--- config.mk ---
export PLATFORM = sky130hd
export DESIGN_NAME = udp_ipv4_checksum
export DESIGN_NICKNAME = d
export VERILOG_FILES = /design/src/design/udpc_pkg.sv /design/src/design/udp_ipv4_checksum.sv /design/src/design/udpc_front.sv /design/src/design/udpc_queue.sv /design/src/design/udpc_back.sv
export SDC_FILE = /design/constraint.sdc
export NUM_CORES = 1
export LEC_CHECK = 0
export BUFFER_PORTS_ARGS = -buffer_cell sky130_fd_sc_hd__buf_2
export CORE_UTILIZATION = 62
export CTS_BUF_LIST = sky130_fd_sc_hd__clkbuf_4 sky130_fd_sc_hd__clkbuf_8 sky130_fd_sc_hd__clkbuf_16
export CTS_CLUSTER_SIZE = 25
export DETAILED_ROUTE_END_ITERATION = 6
export HOLD_SLACK_MARGIN = 0.02
export PLACE_DENSITY = 0.82
export SLEW_MARGIN = 20
export SYNTH_ARGS = -nofsm -noshare
export SYNTH_HDL_FRONTEND = slang
export SYNTH_SLANG_ARGS = --single-unit
--- constraint.sdc ---
create_clock -name clk -period 10.3 [get_ports clk]
set_input_delay 0.515 -clock clk [delete_from_list [all_inputs] [get_ports clk]]
set_output_delay 0.515 -clock clk [all_outputs]
set_load 0.01 [all_outputs]
--- src/design/udpc_pkg.sv ---
// Shared types, constants and one's complement helpers for the UDP/IPv4
// checksum block. No dependencies.
package udpc_pkg;

    localparam int QUEUE_DEPTH = 4;
    localparam int PTR_W       = $clog2(QUEUE_DEPTH);
    localparam int COUNT_W     = $clog2(QUEUE_DEPTH + 1);

    // Wide enough for five 16-bit terms plus a byte
    localparam int SUM_W = 19;

    localparam int CFG_INDEX_W = 2;
    localparam logic [CFG_INDEX_W-1:0] REG_SOURCE_ADDRESS      = 2'd0;
    localparam logic [CFG_INDEX_W-1:0] REG_DESTINATION_ADDRESS = 2'd1;
    localparam logic [CFG_INDEX_W-1:0] REG_PROTOCOL_NUMBER     = 2'd2;

    localparam logic [7:0]  PROTOCOL_RESET = 8'd17;
    localparam logic [15:0] OFF_LEN_HI     = 16'd4;
    localparam logic [15:0] OFF_LEN_LO     = 16'd5;
    localparam logic [15:0] OFF_CSUM_HI    = 16'd6;
    localparam logic [15:0] OFF_CSUM_LO    = 16'd7;
    localparam logic [15:0] COUNT_MAX      = 16'hFFFF;

    // One 16-bit word on its way from the byte front end to the summing back end
    typedef struct packed {
        logic [15:0] word;
        logic        last;
        logic [15:0] length;
        logic [15:0] count;
        logic        overflow;
    } word_t;

    // Fold a wide sum into 16 bits with end-around carry; zero only if s is zero
    function automatic logic [15:0] fold_sum(input logic [SUM_W-1:0] s);
        logic [16:0] t;
        t = {1'b0, s[15:0]} + {14'd0, s[SUM_W-1:16]};
        return t[15:0] + {15'd0, t[16]};
    endfunction

    function automatic logic [15:0] oc_add16(input logic [15:0] a, input logic [15:0] b);
        logic [16:0] s;
        s = {1'b0, a} + {1'b0, b};
        return s[15:0] + {15'd0, s[16]};
    endfunction

endpackage

--- src/design/udp_ipv4_checksum.sv ---
// Top level of the UDP/IPv4 checksum block: configuration registers and the
// front end, word queue and back end. Uses udpc_pkg, udpc_front, udpc_queue, udpc_back.
//
// Takes one segment byte per clock with no gaps of its own, header first, and
// last_byte on the final byte. Bytes pair into big-endian words in the front
// end and pass through a four-word queue to the back end, which folds them
// into a one's complement sum with end-around carry. The result (checksum,
// saturating byte count, too_long) passes through a finishing register into
// an output register and waits there while the next segment streams in;
// the next segment may start in the cycle after a last byte. Input stalls
// only when the queue fills behind a held result. The pseudo-header sum is
// rebuilt from the registers through addr_sum_reg, dest_sum_reg and pseudo_reg, so
// write configuration before the first byte that uses it.
module udp_ipv4_checksum
(
    input  logic                                clk,
    input  logic                                rst_n,
    input  logic                                cfg_valid,
    output logic                                cfg_ready,
    input  logic [udpc_pkg::CFG_INDEX_W-1:0]    cfg_index,
    input  logic [31:0]                         cfg_data,
    input  logic                                in_valid,
    output logic                                in_ready,
    input  logic [7:0]                          data_byte,
    input  logic                                last_byte,
    output logic                                out_valid,
    input  logic                                out_ready,
    output logic [15:0]                         checksum_value,
    output logic [15:0]                         segment_bytes,
    output logic                                too_long
);

    logic [31:0]      source_address_reg;
    logic [31:0]      destination_address_reg;
    logic [7:0]       protocol_number_reg;

    logic             queue_full;
    logic             push_valid;
    udpc_pkg::word_t  push_item;
    logic             pop;
    logic             pop_valid;
    udpc_pkg::word_t  pop_item;

    assign cfg_ready = 1'b1;

    always_ff @(posedge clk or negedge rst_n)
    begin
        if (!rst_n)
        begin
            source_address_reg      <= '0;
            destination_address_reg <= '0;
            protocol_number_reg     <= udpc_pkg::PROTOCOL_RESET;
        end
        else if (cfg_valid && cfg_ready)
        begin
            case (cfg_index)
                udpc_pkg::REG_SOURCE_ADDRESS:      source_address_reg      <= cfg_data;
                udpc_pkg::REG_DESTINATION_ADDRESS: destination_address_reg <= cfg_data;
                udpc_pkg::REG_PROTOCOL_NUMBER:     protocol_number_reg     <= cfg_data[7:0];
                default:
                begin
                    // drop writes to unused indexes
                end
            endcase
        end
    end

    udpc_front u_front
    (
        .clk        (clk),
        .rst_n      (rst_n),
        .in_valid   (in_valid),
        .in_ready   (in_ready),
        .data_byte  (data_byte),
        .last_byte  (last_byte),
        .queue_full (queue_full),
        .push_valid (push_valid),
        .push_item  (push_item)
    );

    udpc_queue u_queue
    (
        .clk       (clk),
        .rst_n     (rst_n),
        .push      (push_valid),
        .push_item (push_item),
        .full      (queue_full),
        .pop       (pop),
        .pop_valid (pop_valid),
        .pop_item  (pop_item)
    );

    udpc_back u_back
    (
        .clk                 (clk),
        .rst_n               (rst_n),
        .pop_valid           (pop_valid),
        .pop_item            (pop_item),
        .pop                 (pop),
        .source_address      (source_address_reg),
        .destination_address (destination_address_reg),
        .protocol_number     (protocol_number_reg),
        .out_valid           (out_valid),
        .out_ready           (out_ready),
        .checksum_value      (checksum_value),
        .segment_bytes       (segment_bytes),
        .too_long            (too_long)
    );

endmodule

--- src/design/udpc_front.sv ---
// Byte front end: counts bytes, captures the length field, blanks the checksum
// field and pairs bytes into big-endian words. Uses udpc_pkg.
module udpc_front
(
    input  logic              clk,
    input  logic              rst_n,
    input  logic              in_valid,
    output logic              in_ready,
    input  logic [7:0]        data_byte,
    input  logic              last_byte,
    input  logic              queue_full,
    output logic              push_valid,
    output udpc_pkg::word_t   push_item
);

    logic [15:0] offset_reg, offset_next;
    logic [15:0] length_reg, length_next;
    logic [7:0]  held_reg, held_next;
    logic        phase_reg, phase_next;
    logic        overflow_reg, overflow_next;

    logic        fire;
    logic [7:0]  byte_eff;
    logic [15:0] length_upd;
    logic [15:0] count_upd;
    logic        overflow_upd;
    logic        saturated;

    assign in_ready = !queue_full;
    assign fire     = in_valid && in_ready;

    always_comb
    begin
        length_upd = length_reg;
        if (offset_reg == udpc_pkg::OFF_LEN_HI)
        begin
            length_upd[15:8] = data_byte;
        end
        else if (offset_reg == udpc_pkg::OFF_LEN_LO)
        begin
            length_upd[7:0] = data_byte;
        end

        byte_eff = ((offset_reg == udpc_pkg::OFF_CSUM_HI) ||
                    (offset_reg == udpc_pkg::OFF_CSUM_LO)) ? 8'd0 : data_byte;

        saturated    = (offset_reg == udpc_pkg::COUNT_MAX);
        count_upd    = saturated ? offset_reg : offset_reg + 16'd1;
        overflow_upd = overflow_reg || saturated;

        push_item.word     = phase_reg ? {held_reg, byte_eff} : {byte_eff, 8'd0};
        push_item.last     = last_byte;
        push_item.length   = length_upd;
        push_item.count    = count_upd;
        push_item.overflow = overflow_upd;
        push_valid         = fire && (phase_reg || last_byte);

        offset_next   = offset_reg;
        length_next   = length_reg;
        held_next     = held_reg;
        phase_next    = phase_reg;
        overflow_next = overflow_reg;

        if (fire)
        begin
            if (last_byte)
            begin
                // segment done: start the next one clean
                offset_next   = '0;
                length_next   = '0;
                held_next     = '0;
                phase_next    = 1'b0;
                overflow_next = 1'b0;
            end
            else
            begin
                offset_next   = count_upd;
                length_next   = length_upd;
                overflow_next = overflow_upd;
                if (phase_reg)
                begin
                    held_next  = '0;
                    phase_next = 1'b0;
                end
                else
                begin
                    held_next  = byte_eff;
                    phase_next = 1'b1;
                end
            end
        end
    end

    always_ff @(posedge clk or negedge rst_n)
    begin
        if (!rst_n)
        begin
            offset_reg   <= '0;
            length_reg   <= '0;
            held_reg     <= '0;
            phase_reg    <= 1'b0;
            overflow_reg <= 1'b0;
        end
        else
        begin
            offset_reg   <= offset_next;
            length_reg   <= length_next;
            held_reg     <= held_next;
            phase_reg    <= phase_next;
            overflow_reg <= overflow_next;
        end
    end

    a_last_clears: assert property (@(posedge clk) disable iff (!rst_n)
        fire && last_byte |=> offset_reg == 16'd0 && !phase_reg && !overflow_reg)
        else $error("segment state not cleared after last item");

endmodule

--- src/design/udpc_queue.sv ---
// Short word queue between the byte front end and the summing back end.
// Uses udpc_pkg for the entry type and depth.
module udpc_queue
(
    input  logic              clk,
    input  logic              rst_n,
    input  logic              push,
    input  udpc_pkg::word_t   push_item,
    output logic              full,
    input  logic              pop,
    output logic              pop_valid,
    output udpc_pkg::word_t   pop_item
);

    udpc_pkg::word_t                 entry_reg [udpc_pkg::QUEUE_DEPTH];
    logic [udpc_pkg::PTR_W-1:0]      wr_ptr_reg, wr_ptr_next;
    logic [udpc_pkg::PTR_W-1:0]      rd_ptr_reg, rd_ptr_next;
    logic [udpc_pkg::COUNT_W-1:0]    count_reg, count_next;
    logic                            do_push;
    logic                            do_pop;

    assign full      = (count_reg == udpc_pkg::COUNT_W'(udpc_pkg::QUEUE_DEPTH));
    assign pop_valid = (count_reg != '0);
    assign pop_item  = entry_reg[rd_ptr_reg];
    assign do_push   = push && !full;
    assign do_pop    = pop && pop_valid;

    always_comb
    begin
        wr_ptr_next = do_push ? wr_ptr_reg + 1'b1 : wr_ptr_reg;
        rd_ptr_next = do_pop  ? rd_ptr_reg + 1'b1 : rd_ptr_reg;
        count_next  = count_reg;
        if (do_push && !do_pop)
        begin
            count_next = count_reg + 1'b1;
        end
        else if (do_pop && !do_push)
        begin
            count_next = count_reg - 1'b1;
        end
    end

    always_ff @(posedge clk)
    begin
        if (do_push)
        begin
            entry_reg[wr_ptr_reg] <= push_item;
        end
    end

    always_ff @(posedge clk or negedge rst_n)
    begin
        if (!rst_n)
        begin
            wr_ptr_reg <= '0;
            rd_ptr_reg <= '0;
            count_reg  <= '0;
        end
        else
        begin
            wr_ptr_reg <= wr_ptr_next;
            rd_ptr_reg <= rd_ptr_next;
            count_reg  <= count_next;
        end
    end

    a_no_push_when_full: assert property (@(posedge clk) disable iff (!rst_n)
        push |-> !full)
        else $error("word pushed into a full queue");

    a_count_tracks: assert property (@(posedge clk) disable iff (!rst_n)
        do_push && !do_pop |=> count_reg == $past(count_reg) + 1'b1)
        else $error("queue fill count lost a word");

endmodule

--- src/design/udpc_back.sv ---
// Summing back end: one's complement sum of the words, pseudo-header add,
// complement and result register. Uses udpc_pkg.
module udpc_back
(
    input  logic              clk,
    input  logic              rst_n,
    input  logic              pop_valid,
    input  udpc_pkg::word_t   pop_item,
    output logic              pop,
    input  logic [31:0]       source_address,
    input  logic [31:0]       destination_address,
    input  logic [7:0]        protocol_number,
    output logic              out_valid,
    input  logic              out_ready,
    output logic [15:0]       checksum_value,
    output logic [15:0]       segment_bytes,
    output logic              too_long
);

    logic [udpc_pkg::SUM_W-1:0] addr_sum_reg;
    logic [udpc_pkg::SUM_W-1:0] dest_sum_reg;
    logic [15:0]                pseudo_reg;

    logic [15:0] run_reg;
    logic        fin_valid_reg;
    logic [15:0] fin_sum_reg;
    logic [15:0] fin_len_reg;
    logic [15:0] fin_count_reg;
    logic        fin_ovf_reg;
    logic        out_valid_reg;
    logic [15:0] csum_reg;
    logic [15:0] count_reg;
    logic        ovf_reg;

    logic        out_advance;
    logic        fin_advance;
    logic [15:0] word_sum;
    logic [15:0] total;
    logic [15:0] csum;

    assign out_advance = !out_valid_reg || out_ready;
    assign fin_advance = fin_valid_reg && out_advance;
    assign pop         = pop_valid && (!fin_valid_reg || out_advance);
    assign word_sum    = udpc_pkg::oc_add16(run_reg, pop_item.word);

    assign total = udpc_pkg::fold_sum(udpc_pkg::SUM_W'(fin_sum_reg) +
                                      udpc_pkg::SUM_W'(pseudo_reg) +
                                      udpc_pkg::SUM_W'(fin_len_reg));
    // a zero checksum goes out as all ones
    assign csum  = (total == 16'hFFFF) ? 16'hFFFF : ~total;

    assign out_valid      = out_valid_reg;
    assign checksum_value = csum_reg;
    assign segment_bytes  = count_reg;
    assign too_long       = ovf_reg;

    // Pseudo-header constant part, refreshed from the registers every cycle
    always_ff @(posedge clk)
    begin
        addr_sum_reg <= udpc_pkg::SUM_W'(source_address[31:16]) +
                        udpc_pkg::SUM_W'(source_address[15:0]);
        dest_sum_reg <= udpc_pkg::SUM_W'(destination_address[31:16]) +
                        udpc_pkg::SUM_W'(destination_address[15:0]) +
                        udpc_pkg::SUM_W'(protocol_number);
        pseudo_reg   <= udpc_pkg::fold_sum(addr_sum_reg + dest_sum_reg);
    end

    always_ff @(posedge clk)
    begin
        if (pop && pop_item.last)
        begin
            fin_sum_reg   <= word_sum;
            fin_len_reg   <= pop_item.length;
            fin_count_reg <= pop_item.count;
            fin_ovf_reg   <= pop_item.overflow;
        end
        if (fin_advance)
        begin
            csum_reg  <= csum;
            count_reg <= fin_count_reg;
            ovf_reg   <= fin_ovf_reg;
        end
    end

    always_ff @(posedge clk or negedge rst_n)
    begin
        if (!rst_n)
        begin
            run_reg       <= '0;
            fin_valid_reg <= 1'b0;
            out_valid_reg <= 1'b0;
        end
        else
        begin
            if (pop)
            begin
                run_reg <= pop_item.last ? 16'd0 : word_sum;
            end
            if (pop && pop_item.last)
            begin
                fin_valid_reg <= 1'b1;
            end
            else if (fin_advance)
            begin
                fin_valid_reg <= 1'b0;
            end
            if (out_advance)
            begin
                out_valid_reg <= fin_valid_reg;
            end
        end
    end

    a_fin_holds: assert property (@(posedge clk) disable iff (!rst_n)
        fin_valid_reg && !out_advance |=> fin_valid_reg && $stable(fin_sum_reg))
        else $error("finishing stage dropped a segment");

    a_last_restarts_sum: assert property (@(posedge clk) disable iff (!rst_n)
        pop && pop_item.last |=> fin_valid_reg && run_reg == 16'd0)
        else $error("running sum not restarted after last word");

endmodule
==> out/qor.yml, run 1 <==
timing:
  fmax_mhz: 114
  grt_setup_unrepaired: "no"
  worst_slew_pin_slew_ns: 0.976
  setup_tns_ns: 0
  hold_viol_final: 0
  whs_ns: 0.175
  max_slew_margin: 0.349
  setup_viol: 0
  period_needed_ns: 8.78
  slew_viol_final: 0
  worst_clock_skew_ns: 0.0405
  period_share: 0.852
logic_synthesis:
  synth_cell_types: 93
  synth_edf_count: 282
  ys_seq_area_frac: 0.559
  ys_ff_latch: 472
  synthesis.nets: 1944
  synthArstFlopShare: 0.294
  synth_ff_type: "edfxtp_1"
  syn_area_um2: 23200
  syn_inst: 1761
  avgSynthCellArea_um2: 13.2
  yosys_warnings: 0
detailed_routing:
  drt-pass1-iter-count: 6
  post_drt_wl_per_cell_um: 20.8
  vias: 14800
  drtAntennaViolNets: 0
  drt_iter0_drc: 1005
  detail_route.vias_per_cell: 6.26
  wirelength_mm: 49.2
  drc: 0
cts:
  clk_pin_slew_ns: 0.06
  htreeDepth: 2
  post_cts_resized: 0
  clockBufferDepth: 3
  insertion_delay_ns: 0.61
  clock-sinks: 472
  numCtsBuffers: 46
  cts_tree: "yes"
  cts_root_buffer: "clkbuf_16"
setup_path:
  critical_path_buf_inv_count: 0
  cpMaxStageDelayCell: "o41ai_1"
  cp_common_cell: "ha_1"
  crit_fanout: 16
  cp_slowest_stage_delay_ns: 0.64
  cp-end-kind: "register"
  crit_type: "register to register"
  cp.required_ns: 10.77
  arrival_ns: 9.25
  critPathLaunchType: "register"
  crit_family: "compound AO/OA/AOI/OAI gates"
placement:
  hpwl_mm: 33.2
  port_buffers: 82
  gp_congestion: 0.881
floorplanning:
  core_um2: 36700
  initial_utilization: 0.632
  num_rows: 70
  die_w_um: 195
  die_h_um: 195
  ioPinCount: 84
  dieArea_um2: 38200
min_path:
  hold_path.class: "primary input to register"
layout:
  drive_above_1_share: 0.193
  syn2layout_area_growth_pct: 11.1
  nNetsFinal: 2037
  final_common_cell: "edfxtp_1"
  largest_reg_flops: 200
  layout_common_cells: "282 x edfxtp_1, 135 x dfrtp_1, 125 x ha_1, 103 x xnor2_1, 101 x nand2_1"
global_routing:
  grt_use_met3: 0.0345
  grt_use_total: 0.262
  grt_pass1_vias: 15100
  antenna_found_initial: 1
  grt_max_degree: 74
  grt_use_met2: 0.461
  overflow: 0
  top_usage_layer: "met2"
  use_met1: 0.329
  grt_pass1_wl_mm: 78.3
job:
  maxCapViolations: 0
run_status:
  status: "finished clean"
-- synthesized netlist by cell type (14+ instances only) --
cell type | instances | area share
dfxtp_1 | 51 | 0.044
a22o_1 | 52 | 0.020
nand2b_1 | 14 | 0.0038
and3_1 | 30 | 0.0081
xor2_1 | 53 | 0.020
nor3_1 | 39 | 0.0084
nand3_1 | 28 | 0.0060
mux4_2 | 50 | 0.049
mux2_2 | 88 | 0.043
o21a_1 | 18 | 0.0058
o31ai_1 | 14 | 0.0045
nor2_1 | 87 | 0.014
clkbuf_1 | 40 | 0.0065
or3_1 | 14 | 0.0038
a21o_1 | 28 | 0.0091
ha_1 | 125 | 0.067
dfrtp_1 | 137 | 0.15
o21ai_0 | 61 | 0.013
nand2_1 | 101 | 0.016
xnor2_1 | 103 | 0.039
inv_1 | 50 | 0.0081
edfxtp_1 | 282 | 0.36
a21oi_1 | 56 | 0.012
nor2b_1 | 16 | 0.0043
and2_1 | 16 | 0.0043
-- final cells by class --
class / instances / area [um2]
Sequential cell: 472 / 13000
Fill cell: 2373 / 10900
Multi-Input combinational cell: 1186 / 9870
Clock buffer: 59 / 1300
Tap cell: 468 / 586
Timing Repair Buffer: 98 / 539
Clock inverter: 27 / 327
Inverter: 50 / 188
Antenna cell: 1 / 2.50
-- layer usage --
metal / up-vias / share of wire
met5: - / 0
met4: 0 / 0.033
met3: 119 / 0.043
met2: 431 / 0.51
met1: 7404 / 0.42
li1: 6831 / -
-- cell families (layout without fill, tap and decap cells) --
logic type	after synthesis	in the layout	synth area share
xor+xnor	158	158	0.0603
mux	144	144	0.0938
simple gates	416	416	0.0927
fa+ha+maj	136	136	0.0764
compound gates	331	331	0.101
flops	472	472	0.559
other cells	1	2	0.000162
buf+inv	103	234	0.0174
-- final timing paths --
check                      cells after the start                         startpoint  slack [ns]                                      end
max                                           33    u_back.fin_sum_reg[1]$_DFFE_PP_        1.52  u_back.checksum_value[12]$_SDFFCE_PN1P_
min                                            2                       cfg_data[26]        0.17  destination_address_reg[26]$_DFFE_PN0P_
max reg2reg                                   33    u_back.fin_sum_reg[1]$_DFFE_PP_        1.52  u_back.checksum_value[12]$_SDFFCE_PN1P_
min reg2reg                                    0  u_back.fin_count_reg[9]$_DFFE_PP_        0.41        u_back.segment_bytes[9]$_DFFE_PP_
max in group asynchronous                      3                              rst_n        8.24        u_queue.rd_ptr_reg[0]$_DFFE_PN0P_
min in group asynchronous                      2                              rst_n        0.53   destination_address_reg[0]$_DFFE_PN0P_
-- per-stage QoR --
step / instance area [um2] / worst slack, ns / util / instances
after floorplan: 23200 / 2.98 / - / 1761
final: 25800 / 1.52 / 0.703 / 2361
after global routing: 25800 / 0.931 / 0.703 / 2360
after global placement: 24100 / 1.89 / 0.658 / 2273
after detailed placement: 24100 / 1.63 / 0.658 / 2273
after CTS: 25800 / 1.62 / 0.703 / 2360
-- timing repair --
action,4_1_cts,5_1_grt
setup buffers,0,0
endpoints found under the hold margin,65,0
hold buffers,1,0
Power of run 1 is not shown: default switching activity piles up to over one toggle a cycle in this logic, so the estimate is an artifact.
==> inputs of run 2 (changes only) <==
CORE_UTILIZATION = 51   (was 62)
CTS_CLUSTER_SIZE = unset   (was 25)
MAX_ROUTING_LAYER = met4   (was unset)
PLACE_DENSITY = 0.7   (was 0.82)
==> out/qor.yml, run 2 (synthesized netlist as in run 1, its figures left out) <==
cts:
  clk_pin_slew_ns: 0.06
  cts_tree: "yes"
  insertion_delay_ns: 0.58
  htreeDepth: 2
  clockBufferDepth: 3
  post_cts_resized: 0
  cts_root_buffer: "clkbuf_16"
  clock-sinks: 472
  numCtsBuffers: 49
layout:
  largest_reg_flops: 200
  layout_common_cells: "282 x edfxtp_1, 135 x dfrtp_1, 125 x ha_1, 103 x xnor2_1, 101 x nand2_1"
  final_common_cell: "edfxtp_1"
  antennaDiodeCount: 0
  drive_above_1_share: 0.194
  syn2layout_area_growth_pct: 12.1
  ff_latch_area_um2: 13000
  multi_input_area_um2: 9870
  nNetsFinal: 2039
  nFillCells: 3563
timing:
  worst_clock_skew_ns: 0.0175
  setup_viol: 0
  grt_setup_unrepaired: "no"
  hold_viol_final: 0
  setup_tns_ns: 0
  fmax_mhz: 113
  period_needed_ns: 8.82
  period_share: 0.857
  slew_viol_final: 0
  max_slew_margin: 0.234
  worst_slew_pin_slew_ns: 1.15
floorplanning:
  initial_utilization: 0.521
  num_rows: 77
  die_h_um: 215
  core_um2: 44500
  die_w_um: 215
  dieArea_um2: 46400
  ioPinCount: 84
placement:
  port_buffers: 82
  gp_congestion: 0.917
  hpwl_mm: 32.3
setup_path:
  crit_fanout: 16
  cpMaxStageDelayCell: "o41ai_1"
  cp.required_ns: 10.74
  arrival_ns: 9.26
  cp_common_cell: "ha_1"
  cp_slowest_stage_delay_ns: 0.52
  critPathLaunchType: "register"
  r2r_setup_slack_ns: 1.48
  crit_type: "register to register"
  cp-end-kind: "register"
global_routing:
  grt_max_degree: 78
  grt_pass1_vias: 14300
  grt_use_total: 0.211
  antenna_found_initial: 0
  overflow: 0
  grt_pass1_wl_mm: 75.7
detailed_routing:
  drtAntennaViolNets: 0
  drt-pass1-iter-count: 6
  drc: 0
  vias: 14400
  wirelength_mm: 47.1
  detail_route.vias_per_cell: 5.79
  post_drt_wl_per_cell_um: 18.9
  drt_iter0_drc: 838
run_status:
  status: "finished clean"
job:
  maxCapViolations: 0
min_path:
  hold_path.class: "primary input to register"
-- run 2: path summary, 6_finish.rpt --
path,endpoint,startpoint,cells after the start
setup / recovery,u_back.checksum_value[12]$_SDFFCE_PN1P_,u_back.fin_sum_reg[1]$_DFFE_PP_,33
hold / removal,source_address_reg[1]$_DFFE_PN0P_,cfg_data[1],3
setup reg to reg,u_back.checksum_value[12]$_SDFFCE_PN1P_,u_back.fin_sum_reg[1]$_DFFE_PP_,33
hold reg to reg,u_back.segment_bytes[0]$_DFFE_PP_,u_back.fin_count_reg[0]$_DFFE_PP_,0
max in group asynchronous,u_front.offset_reg[11]$_DFFE_PN0P_,rst_n,3
min in group asynchronous,destination_address_reg[18]$_DFFE_PN0P_,rst_n,2
-- run 2: worst max-delay path, delay by kind of cell, from the launching register on --
kind | cells | cell delay [ns]
compound gates | 14 | 3.29
xor+xnor | 2 | 0.25
fa+ha+maj | 6 | 1.60
simple gates | 11 | 3.13
flops | 1 | 0.40
-- run 2: routing by layer --
| metal | share of wire | global-route usage |
|---|---|---|
| met1 | 0.45 | 0.275 |
| met5 | 0 | - |
| met3 | 0.043 | 0.0277 |
| met2 | 0.49 | 0.348 |
| met4 | 0.018 | 0.0579 |
-- run 2: timing repair --
action,4_1_cts,5_1_grt
hold buffers,1,0
setup buffers,0,0
endpoints found under the hold margin,74,0
-- run 2: area by class of cell --
| type | count | share of cell area |
|---|---|---|
| clock buffer | 59 | 0.0523 |
| inverter | 50 | 0.00721 |
| tap | 592 | 0.0285 |
| multi-input combinational | 1186 | 0.379 |
| clock inverter | 32 | 0.0137 |
| sequential | 472 | 0.499 |
| timing repair buffer | 97 | 0.0204 |
-- run 2: through the flow --
step / hold WS, ns / area [um2] / setup WS (ns) / cells / util
floorplan: 0.219 / 23200 / 2.98 / 1761 / -
global placement: 0.403 / 24300 / 1.84 / 2396 / 0.546
detailed placement: 0.405 / 24300 / 1.59 / 2396 / 0.546
CTS: 0.136 / 26000 / 1.55 / 2488 / 0.585
global route: 0.162 / 26000 / 0.885 / 2488 / 0.585
finish: 0.175 / 26000 / 1.48 / 2488 / 0.585
Power of run 2 is left out for the same reason.
==> inputs of run 3 (changes only) <==
clock period = 10.8 ns   (was 10.3 ns; I/O delays follow)
==> out/qor.yml, run 3 (synthesized netlist as in run 1, its figures left out) <==
global_routing:
  overflow: 0
  grt_max_degree: 78
  grt_use_total: 0.212
  grt_pass1_wl_mm: 76.1
  antenna_found_initial: 0
  grt_pass1_vias: 14400
timing:
  setup_tns_ns: 0
  max_slew_margin: 0.255
  period_share: 0.809
  grt_setup_unrepaired: "no"
  worst_clock_skew_ns: 0.0394
  fmax_mhz: 114
  setup_viol: 0
  slew_viol_final: 0
  hold_viol_final: 0
  period_needed_ns: 8.74
  worst_slew_pin_slew_ns: 1.11
cts:
  clk_pin_slew_ns: 0.06
  cts_tree: "yes"
  numCtsBuffers: 48
  clockBufferDepth: 3
  htreeDepth: 2
  insertion_delay_ns: 0.60
  clock-sinks: 472
  post_cts_resized: 0
  cts_root_buffer: "clkbuf_16"
floorplanning:
  initial_utilization: 0.521
  core_um2: 44500
  dieArea_um2: 46400
  die_w_um: 215
  die_h_um: 215
  ioPinCount: 84
  num_rows: 77
layout:
  layout_common_cells: "282 x edfxtp_1, 135 x dfrtp_1, 125 x ha_1, 103 x xnor2_1, 101 x nand2_1"
  nNetsFinal: 2038
  nFillCells: 3581
  final_common_cell: "edfxtp_1"
  syn2layout_area_growth_pct: 11.8
  largest_reg_flops: 200
  antennaDiodeCount: 0
  drive_above_1_share: 0.194
setup_path:
  ff2ff_path_depth: 33
  cp_slowest_stage_delay_ns: 0.50
  r2r-end: "u_back.checksum_value[12]$_SDFFCE_PN1P_"
  crit_family: "compound AO/OA/AOI/OAI gates"
  cp_common_cell: "ha_1"
  critical_path_buf_inv_count: 0
  cpMaxStageDelayCell: "o41ai_1"
  crit_fanout: 16
  crit_type: "register to register"
  regToRegStartpoint: "u_back.fin_sum_reg[1]$_DFFE_PP_"
  r2r_setup_slack_ns: 2.06
  critPathLaunchType: "register"
  arrival_ns: 9.19
  cp-end-kind: "register"
  cp.required_ns: 11.25
placement:
  hpwl_mm: 32.3
  gp_congestion: 0.918
  port_buffers: 82
min_path:
  worstHoldStart: "cfg_data[26]"
  hold_depth: 2
  whs_endpoint: "destination_address_reg[26]$_DFFE_PN0P_"
  hold_path.class: "primary input to register"
detailed_routing:
  post_drt_wl_per_cell_um: 19.0
  drt-pass1-iter-count: 7
  drt_iter0_drc: 991
  drc: 0
  detail_route.vias_per_cell: 5.75
  wirelength_mm: 47.2
  drtAntennaViolNets: 0
  vias: 14300
job:
  maxCapViolations: 0
run_status:
  status: "finished clean"
-- run 3: cell count changes in the layout (fill, tap and decap cells not counted), moves of 2 or more --
cell and change:
bufinv_16 -3, clkinv_4 -4, clkbuf_16 -2, clkinvlp_4 -2
clkinv_1 -2, clkinv_2 -6, clkbuf_4 +14
-- run 3: how the worst max path moves through the flow --
stage	end	start	slack [ns]	cells after the start
global route	u_back.checksum_value[12]$_SDFFCE_PN1P_	u_back.fin_sum_reg[1]$_DFFE_PP_	1.21	33
detailed placement	u_back.checksum_value[12]$_SDFFCE_PN1P_	u_back.fin_sum_reg[1]$_DFFE_PP_	2.12	33
global placement	u_back.checksum_value[12]$_SDFFCE_PN1P_	u_back.fin_sum_reg[1]$_DFFE_PP_	2.34	33
finish	u_back.checksum_value[12]$_SDFFCE_PN1P_	u_back.fin_sum_reg[1]$_DFFE_PP_	2.06	33
CTS	u_back.checksum_value[12]$_SDFFCE_PN1P_	u_back.fin_sum_reg[1]$_DFFE_PP_	2.05	33
floorplan	u_back.checksum_value[14]$_SDFFCE_PN1P_	u_back.fin_sum_reg[1]$_DFFE_PP_	3.48	34
-- run 3: area by class of cell --
| type | instances | area [um2] | share of cell area |
|---|---|---|---|
| inverter | 50 | 188 | 0.00723 |
| sequential | 472 | 13000 | 0.500 |
| clock inverter | 17 | 218 | 0.00839 |
| multi-input combinational | 1186 | 9870 | 0.380 |
| tap | 592 | 741 | 0.0285 |
| clock buffer | 72 | 1430 | 0.0551 |
| timing repair buffer | 97 | 532 | 0.0205 |
-- run 3: what timing repair did --
item,CTS,global route
endpoints found under the hold margin,74,0
setup buffers,0,0
hold buffers,1,0
-- run 3: worst register-to-register path: cells and delay by family (launching register included) --
family	cells	cell delay [ns]
AO/OA/AOI/OAI	14	3.24
AND/OR/NAND/NOR	11	3.14
XOR/XNOR	2	0.24
flip-flops	1	0.39
adder cells (fa/ha/maj)	6	1.57
-- run 3: per-stage QoR --
step / setup WS (ns) / utilization / std cells / hold WS, ns / cell area, um2
after global routing: 1.21 / 0.583 / 2486 / 0.184 / 26000
after detailed placement: 2.12 / 0.546 / 2396 / 0.406 / 24300
after floorplan: 3.48 / - / 1761 / 0.244 / 23200
final: 2.06 / 0.583 / 2486 / 0.190 / 26000
after CTS: 2.05 / 0.583 / 2486 / 0.161 / 26000
after global placement: 2.34 / 0.546 / 2396 / 0.403 / 24300
-- run 3: metal layers --
metal / track usage / share of wire
met2: 0.349 / 0.49
met1: 0.277 / 0.45
met3: 0.0269 / 0.041
met5: - / 0
met4: 0.0567 / 0.018
Power of run 3 is left out for the same reason.
